--- config.mk ---
export PLATFORM = sky130hd
export DESIGN_NAME = tab_expand_line_stream
export DESIGN_NICKNAME = d
export VERILOG_FILES = /design/src/hdl/tels_pkg.sv /design/src/hdl/tab_expand_line_stream.sv
export SDC_FILE = /design/constraint.sdc
export NUM_CORES = 1
export LEC_CHECK = 0
export BUFFER_PORTS_ARGS = -buffer_cell sky130_fd_sc_hd__buf_2
export CORE_ASPECT_RATIO = 0.7
export CORE_MARGIN = 5
export CORE_UTILIZATION = 45
export CTS_BUF_LIST = sky130_fd_sc_hd__clkbuf_4 sky130_fd_sc_hd__clkbuf_8
export DETAILED_ROUTE_END_ITERATION = 10
export PLACE_DENSITY_LB_ADDON = 0.05
export SLEW_MARGIN = 20
export SYNTH_ARGS = -nofsm -noshare
export SYNTH_HDL_FRONTEND = slang
export SYNTH_SLANG_ARGS = --single-unit
--- constraint.sdc ---
create_clock -name clk -period 7.2 [get_ports clk]
set_input_delay 1.44 -clock clk [delete_from_list [all_inputs] [get_ports clk]]
set_output_delay 1.44 -clock clk [all_outputs]
set_load 0.005 [all_outputs]
--- src/hdl/tels_pkg.sv ---
// ----------------------------------------------------------------------------
// Tab expansion line streamer package
// Shared widths, register indexes, character codes and default limits.
// ----------------------------------------------------------------------------
package tels_pkg;

  // Field widths of the request and result channels.
  localparam int CHAR_W = 8;
  localparam int LEN_W  = 13;
  localparam int TABW_W = 6;

  // Configuration port.
  localparam int CFG_W     = 13;
  localparam int CFG_IDX_W = 3;

  localparam logic [CFG_IDX_W-1:0] REG_TAB_ENABLE     = 3'd0;
  localparam logic [CFG_IDX_W-1:0] REG_TAB_WIDTH      = 3'd1;
  localparam logic [CFG_IDX_W-1:0] REG_PRINTABLE_LOW  = 3'd2;
  localparam logic [CFG_IDX_W-1:0] REG_PRINTABLE_HIGH = 3'd3;
  localparam logic [CFG_IDX_W-1:0] REG_LINE_CAPACITY  = 3'd4;

  // Register reset values.
  localparam logic              TAB_ENABLE_RST     = 1'b1;
  localparam logic [TABW_W-1:0] TAB_WIDTH_RST      = 6'd8;
  localparam logic [CHAR_W-1:0] PRINTABLE_LOW_RST  = 8'd32;
  localparam logic [CHAR_W-1:0] PRINTABLE_HIGH_RST = 8'd126;
  localparam logic [LEN_W-1:0]  LINE_CAPACITY_RST  = 13'd256;

  // Character codes.
  localparam logic [CHAR_W-1:0] CHAR_TAB   = 8'h09;
  localparam logic [CHAR_W-1:0] CHAR_SPACE = 8'h20;
  localparam logic [CHAR_W-1:0] CHAR_NUL   = 8'h00;

  // Default limits.
  localparam int MAX_CAPACITY_DEF = 4096;
  localparam int MAX_TAB_DEF      = 32;

endpackage

--- src/hdl/tab_expand_line_stream.sv ---
// ----------------------------------------------------------------------------
// Tab expansion line streamer
// Expands tabs to tab stops, filters nonprintable bytes and limits the
// expanded length of each line.
// ----------------------------------------------------------------------------
// Each accepted request is decoded, then gives its results one per cycle
// while the output register can take them: one for an ordinary character,
// spaces up to the next tab stop for a tab (at most MAX_TAB, and no more
// than the room left), under a two-state sequencer with a decrementing
// column counter and a room counter. A request that gives no result (a
// character after the line is full, without line_end) leaves the block
// idle. Results are held in an output register, so a new request may be
// accepted while the last result still waits to be taken.
module tab_expand_line_stream #(
  parameter int MAX_CAPACITY = tels_pkg::MAX_CAPACITY_DEF,
  parameter int MAX_TAB      = tels_pkg::MAX_TAB_DEF
) (
  input  logic                              clk,
  input  logic                              rst,
  // Configuration write port
  input  logic                              cfg_we,
  input  logic [tels_pkg::CFG_IDX_W-1:0]    cfg_index,
  input  logic [tels_pkg::CFG_W-1:0]        cfg_data,
  // Character requests
  input  logic                              in_valid,
  output logic                              in_ready,
  input  logic signed [tels_pkg::CHAR_W-1:0] char_in,
  input  logic                              line_start,
  input  logic                              line_end,
  // Display results
  output logic                              out_valid,
  input  logic                              out_ready,
  output logic [tels_pkg::CHAR_W-1:0]       char_out,
  output logic                              run_last,
  output logic                              line_done,
  output logic [tels_pkg::LEN_W-1:0]        expanded_length,
  output logic                              capacity_hit
);
  import tels_pkg::*;

  localparam int CW = $clog2(MAX_CAPACITY + 1);
  localparam int TW = $clog2(MAX_TAB + 1);
  localparam int CAP_RST = (256 > MAX_CAPACITY) ? MAX_CAPACITY : 256;
  localparam int TAB_RST = (8 > MAX_TAB) ? MAX_TAB : 8;

  localparam logic ST_IDLE = 1'b0;
  localparam logic ST_EMIT = 1'b1;

  // Configuration registers.
  logic                     tab_enable;
  logic [TABW_W-1:0]        tab_width;
  logic signed [CHAR_W-1:0] printable_low;
  logic signed [CHAR_W-1:0] printable_high;
  logic [LEN_W-1:0]         line_capacity;

  // Line state and sequencer.
  logic              state, state_next;
  logic [CW-1:0]     room_left, room_left_next;
  logic [CW-1:0]     cap_latched, cap_latched_next;
  logic [TW-1:0]     tab_countdown, tab_countdown_next;
  logic              full_flag, full_flag_next;
  logic [TW-1:0]     count, count_next;
  logic [CHAR_W-1:0] emit_char, emit_char_next;
  logic              emit_status, emit_status_next;
  logic              end_flag, end_flag_next;

  // Output register.
  logic              out_valid_next;
  logic [CHAR_W-1:0] char_out_next;
  logic              run_last_next;
  logic              line_done_next;
  logic [LEN_W-1:0]  expanded_length_next;
  logic              capacity_hit_next;

  logic [TW-1:0] eff_tab;
  logic [CW-1:0] eff_cap;
  logic [CW-1:0] room_s;
  logic [CW-1:0] cap_s;
  logic [TW-1:0] cd_s;
  logic          full_s;
  logic [TW-1:0] tab_run;
  logic          slot_free;
  logic          accept;
  logic [CW-1:0] room_dec;

  // Configuration writes.
  always_ff @(posedge clk) begin
    if (rst) begin
      tab_enable     <= TAB_ENABLE_RST;
      tab_width      <= TAB_WIDTH_RST;
      printable_low  <= PRINTABLE_LOW_RST;
      printable_high <= PRINTABLE_HIGH_RST;
      line_capacity  <= LINE_CAPACITY_RST;
    end else if (cfg_we) begin
      case (cfg_index)
        REG_TAB_ENABLE:     tab_enable     <= cfg_data[0];
        REG_TAB_WIDTH:      tab_width      <= cfg_data[TABW_W-1:0];
        REG_PRINTABLE_LOW:  printable_low  <= cfg_data[CHAR_W-1:0];
        REG_PRINTABLE_HIGH: printable_high <= cfg_data[CHAR_W-1:0];
        REG_LINE_CAPACITY:  line_capacity  <= cfg_data[LEN_W-1:0];
        default: ;
      endcase
    end
  end

  // Clamp tab width and capacity into their supported ranges.
  always_comb begin
    if (tab_width == '0) begin
      eff_tab = TW'(1);
    end else if (32'(tab_width) > 32'(MAX_TAB)) begin
      eff_tab = TW'(MAX_TAB);
    end else begin
      eff_tab = TW'(tab_width);
    end
    if (line_capacity == '0) begin
      eff_cap = CW'(1);
    end else if (32'(line_capacity) > 32'(MAX_CAPACITY)) begin
      eff_cap = CW'(MAX_CAPACITY);
    end else begin
      eff_cap = CW'(line_capacity);
    end
  end

  // Line counters as seen by the incoming request, after a line start.
  always_comb begin
    room_s = line_start ? eff_cap : room_left;
    cap_s  = line_start ? eff_cap : cap_latched;
    cd_s   = line_start ? eff_tab : tab_countdown;
    full_s = line_start ? 1'b0 : full_flag;
    tab_run = cd_s;
    if (cd_s == '0 || 32'(cd_s) > 32'(MAX_TAB)) begin
      tab_run = eff_tab;
    end
    if (32'(tab_run) > 32'(room_s)) begin
      tab_run = TW'(room_s);
    end
  end

  assign in_ready  = (state == ST_IDLE);
  assign accept    = in_valid && in_ready;
  assign slot_free = !out_valid || out_ready;
  assign room_dec  = room_left - CW'(1);

  // Sequencer: decode a request, then emit its results one per cycle while the output slot is free.
  always_comb begin
    state_next           = state;
    room_left_next       = room_left;
    cap_latched_next     = cap_latched;
    tab_countdown_next   = tab_countdown;
    full_flag_next       = full_flag;
    count_next           = count;
    emit_char_next       = emit_char;
    emit_status_next     = emit_status;
    end_flag_next        = end_flag;
    out_valid_next       = out_valid && !out_ready;
    char_out_next        = char_out;
    run_last_next        = run_last;
    line_done_next       = line_done;
    expanded_length_next = expanded_length;
    capacity_hit_next    = capacity_hit;

    case (state)
      ST_IDLE: begin
        if (accept) begin
          room_left_next     = room_s;
          cap_latched_next   = cap_s;
          tab_countdown_next = cd_s;
          full_flag_next     = full_s;
          end_flag_next      = line_end;
          emit_status_next   = 1'b0;
          if (!full_s) begin
            state_next = ST_EMIT;
            if (tab_enable && char_in == CHAR_TAB) begin
              count_next         = tab_run;
              emit_char_next     = CHAR_SPACE;
              tab_countdown_next = eff_tab;
            end else begin
              count_next = TW'(1);
              if (char_in < printable_low || char_in > printable_high) begin
                emit_char_next = CHAR_SPACE;
              end else begin
                emit_char_next = char_in;
              end
              if (tab_enable) begin
                if (cd_s <= TW'(1) || 32'(cd_s) > 32'(MAX_TAB)) begin
                  tab_countdown_next = eff_tab;
                end else begin
                  tab_countdown_next = cd_s - TW'(1);
                end
              end
            end
          end else if (line_end) begin
            // Full line closed: one status result only.
            state_next       = ST_EMIT;
            count_next       = TW'(1);
            emit_char_next   = CHAR_NUL;
            emit_status_next = 1'b1;
          end
        end
      end
      ST_EMIT: begin
        if (slot_free) begin
          out_valid_next = 1'b1;
          run_last_next  = (count == TW'(1));
          line_done_next = (count == TW'(1)) && end_flag;
          char_out_next  = emit_char;
          if (emit_status) begin
            expanded_length_next = LEN_W'(cap_latched - room_left);
            capacity_hit_next    = full_flag;
          end else begin
            room_left_next       = room_dec;
            expanded_length_next = LEN_W'(cap_latched - room_dec);
            capacity_hit_next    = (room_dec == '0);
            if (room_dec == '0) begin
              full_flag_next = 1'b1;
            end
          end
          count_next = count - TW'(1);
          if (count == TW'(1)) begin
            state_next = ST_IDLE;
          end
        end
      end
      default: state_next = ST_IDLE;
    endcase
  end

  // Control state.
  always_ff @(posedge clk) begin
    if (rst) begin
      state         <= ST_IDLE;
      room_left     <= CW'(CAP_RST);
      cap_latched   <= CW'(CAP_RST);
      tab_countdown <= TW'(TAB_RST);
      full_flag     <= 1'b0;
      out_valid     <= 1'b0;
    end else begin
      state         <= state_next;
      room_left     <= room_left_next;
      cap_latched   <= cap_latched_next;
      tab_countdown <= tab_countdown_next;
      full_flag     <= full_flag_next;
      out_valid     <= out_valid_next;
    end
  end

  // Job and result payload.
  always_ff @(posedge clk) begin
    count           <= count_next;
    emit_char       <= emit_char_next;
    emit_status     <= emit_status_next;
    end_flag        <= end_flag_next;
    char_out        <= char_out_next;
    run_last        <= run_last_next;
    line_done       <= line_done_next;
    expanded_length <= expanded_length_next;
    capacity_hit    <= capacity_hit_next;
  end

endmodule
==> results.txt <==
vias per std cell -> 5.66
flop2flop setup slack -> 2.67 ns
clk_lat worst skew -> 0.38 ns
synthesis-to-finish area growth -> 9.10%
Clock transition at path regs -> 0.12 ns
Routed met2 length -> 7410 um
RSZ-0062 raised after global routing -> no
r2r worst-path depth -> 15
yosys synthesis warning count -> 0
Async SR Flop Fraction -> 0%
slowest stage cell on the critical path -> o2111ai_1
DP Wirelength -> 13,600 um
Initial Util -> 45.4%
vias in the first global route -> 5,174
Clock Skews -> 0.0129 ns
sw frac -> 34.0%
n_diodes -> 0
cells along the critical path -> buf_2, nor2b_1, a31oi_1, buf_4, ha_1, inv_1, nor4_1, o21ai_0, and2_1, ha_1, nor2b_1, o31ai_1, a21oi_1, o2111ai_1, mux2_2, o22ai_1
max frequency -> 184 MHz
final wirelength -> 17,800 um
commonest cells after routing, fill and taps aside -> nand2_1, dfxtp_1, nor2_1, a21oi_1, buf_2
CTS root buffer -> clkbuf_8
shortest period the worst path allows -> 5.44 ns
combinational power share -> 27.5%
CP arrival -> 5.64 ns
endpoint class of the critical path -> register
CP startpoint kind -> input port
FF-to-FF End -> count[2]
start point of the critical path -> line_start
first-pass GRT wire length -> 28,300 um
share of cells above drive strength 1 -> 12.1%
CP Capture Point -> count[2]
clk buf depth -> 2
input/output buffers -> 56
core area -> 0.0145 mm2
Synth Cell Area -> 0.00660 mm2
pin count of the biggest net entering global routing -> 51
Net Sw Power -> 522 uW
worst slew pin tran -> 0.955 ns
Crit path depth -> 16
Post-synth EDFFs -> 40
Critical R2R Launch -> tab_width[5]
DRC viols -> 0
Syn Area/Cell -> 8.64 um2
CTS tree -> yes
commonest non-fill, non-tap cell in the layout -> nand2_1
Worst Hold Path Cells -> 0
Placement Setup Slack -> 1.48 ns
# setup viols final -> 0
total setup buffers inserted after CTS -> 0
internal cell power -> 1.01 mW
Sink Count -> 111
clock power share -> 24.2%
Leak -> 2.82 nW
Synth Instances -> 764
peak supply drop -> 100 uV
CTS Buf Count -> 9
Chip Width -> 155 um
Final Hold Violating Endpoints -> 0
count of pins over their slew limit -> 0
Post-CTS Hold Fix Bufs -> 0
Pre-antenna DRT Iters -> 5
sequential area share after synthesis -> 39.7%
sum of negative setup slack -> 0 ns
initial antenna violation count -> 0
post-route ant nets -> 0
outcome -> complete, no violations
die area -> 0.0172 mm2
H-tree depth -> 3
final worst slack -> 1.76 ns
highest metal used -> met4
sequential power share -> 48.3%
HP Class -> reg -> reg
CP Class -> in -> reg
routability cong. -> 0.909
most common flop cell mapped by yosys -> dfxtp_1
syn nets -> 836
GRT overflow -> 0
CP Buf/Inv Count -> 3
Resize count post-CTS -> 0
Synth Register Bits -> 111
CP delay by family, top -> compound AO/OA/AOI/OAI gates
Iter 0 DRT Violations -> 582
top-level I/O count -> 57
final net count -> 871
Max-slew headroom -> 36.3%
count of cell types in the netlist -> 68
met3 routed WL -> 1130 um
final core utilization -> 49.5%
number of max-cap violations -> 0
Met1 Wirelength -> 9140 um
total track usage -> 20.5%
Vias -> 5,651
power per standard cell area -> 213 mW/mm2
Max Fanout on Critical Path -> 33
Site Rows -> 37
Critical Path RT -> 7.40 ns
drt wl/cell -> 17.8 um
Die Ht -> 111 um
slowest stage delay, CP -> 0.61 ns
final period utilization -> 75.5%
-- worst min-delay path by stage --
stage                       startpoint          end  slack [ns]
after floorplan           emit_char[0]  char_out[0]        0.40
after global placement    emit_char[1]  char_out[1]        0.40
after detailed placement  emit_char[3]  char_out[3]        0.41
after CTS                 emit_char[3]  char_out[3]        0.44
after global routing      emit_char[3]  char_out[3]        0.44
final                     emit_char[1]  char_out[1]        0.43
-- per-stage QoR --
stage | cells | hold slack [ns] | power [mW] | area (um2)
global placement | 983 | 0.401 | 1.17 | 7010
floorplan | 764 | 0.400 | 1.05 | 6600
finish | 999 | 0.435 | 1.54 | 7200
global route | 999 | 0.442 | 1.62 | 7200
detailed placement | 983 | 0.408 | 1.17 | 7010
CTS | 999 | 0.437 | 1.54 | 7200
-- state kept, by name, indices dropped and copies added, names as in the netlist, 6 cells and up --
register and flops:
emit_char 8, cap_latched 13, tab_width 6, printable_high 8
tab_countdown 6, line_capacity 13, printable_low 8, room_left 13
char_out 8, expanded_length 13, count 6
-- cell usage after synthesis (all sizes together) (5+ instances only) --
master / instances / area share, %
o211ai: 6 / 0.68
dfxtp: 71 / 22
nand2: 120 / 6.8
clkbuf: 29 / 1.6
xnor2: 26 / 3.5
nor3: 14 / 1.1
and2: 13 / 1.2
a31oi: 9 / 0.85
o21ai: 23 / 1.7
mux2: 9 / 1.6
nand3b: 7 / 0.80
a311oi: 6 / 0.80
a21oi: 63 / 4.8
or3: 7 / 0.74
nand4: 6 / 0.57
nor2: 66 / 3.8
inv: 39 / 2.2
nand3: 12 / 0.91
nand2b: 10 / 0.95
o21a: 10 / 1.1
edfxtp: 40 / 18
o41ai: 5 / 0.66
mux2i: 15 / 2.3
a21o: 6 / 0.68
nor4: 8 / 0.99
ha: 40 / 7.6
nor2b: 24 / 2.4
buf: 9 / 0.76
o31ai: 5 / 0.78
o22ai: 10 / 0.95
-- power groups by stage --
stage	Sequential, mW	Combinational, mW	Clock (mW)
floorplan	0.740	0.307	0
global placement	0.755	0.414	0
detailed placement	0.756	0.416	0
CTS	0.742	0.419	0.382
global route	0.749	0.468	0.407
finish	0.743	0.422	0.372
-- cell families after synthesis --
| family | count (synthesis) | share of synthesized area [%] |
|---|---|---|
| buffers and inverters | 77 | 4.63 |
| xor gates and xnor gates | 29 | 3.85 |
| and+or+nand+nor | 300 | 21.8 |
| DFF | 111 | 39.7 |
| muxes | 24 | 3.87 |
| adders and majority gates | 41 | 7.89 |
| AOI/OAI and AO/OA | 182 | 18.2 |
-- metal layers --
| metal | up-vias | track usage, % |
|---|---|---|
| li1 | 2790 | - |
| met1 | 2680 | 32.6 |
| met2 | 168 | 29.6 |
| met3 | 13 | 3.43 |
| met4 | 0 | 3.29 |
| met5 | - | 0 |
-- area by class of cell --
type	count	area, um2
timing repair buffer	62	325
multi-input combinational	576	3670
fill	1408	7340
inverter	39	146
sequential	111	2620
clock inverter	7	66.3
clock buffer	9	124
tap	195	244
Power figures use the tool's default switching activity.
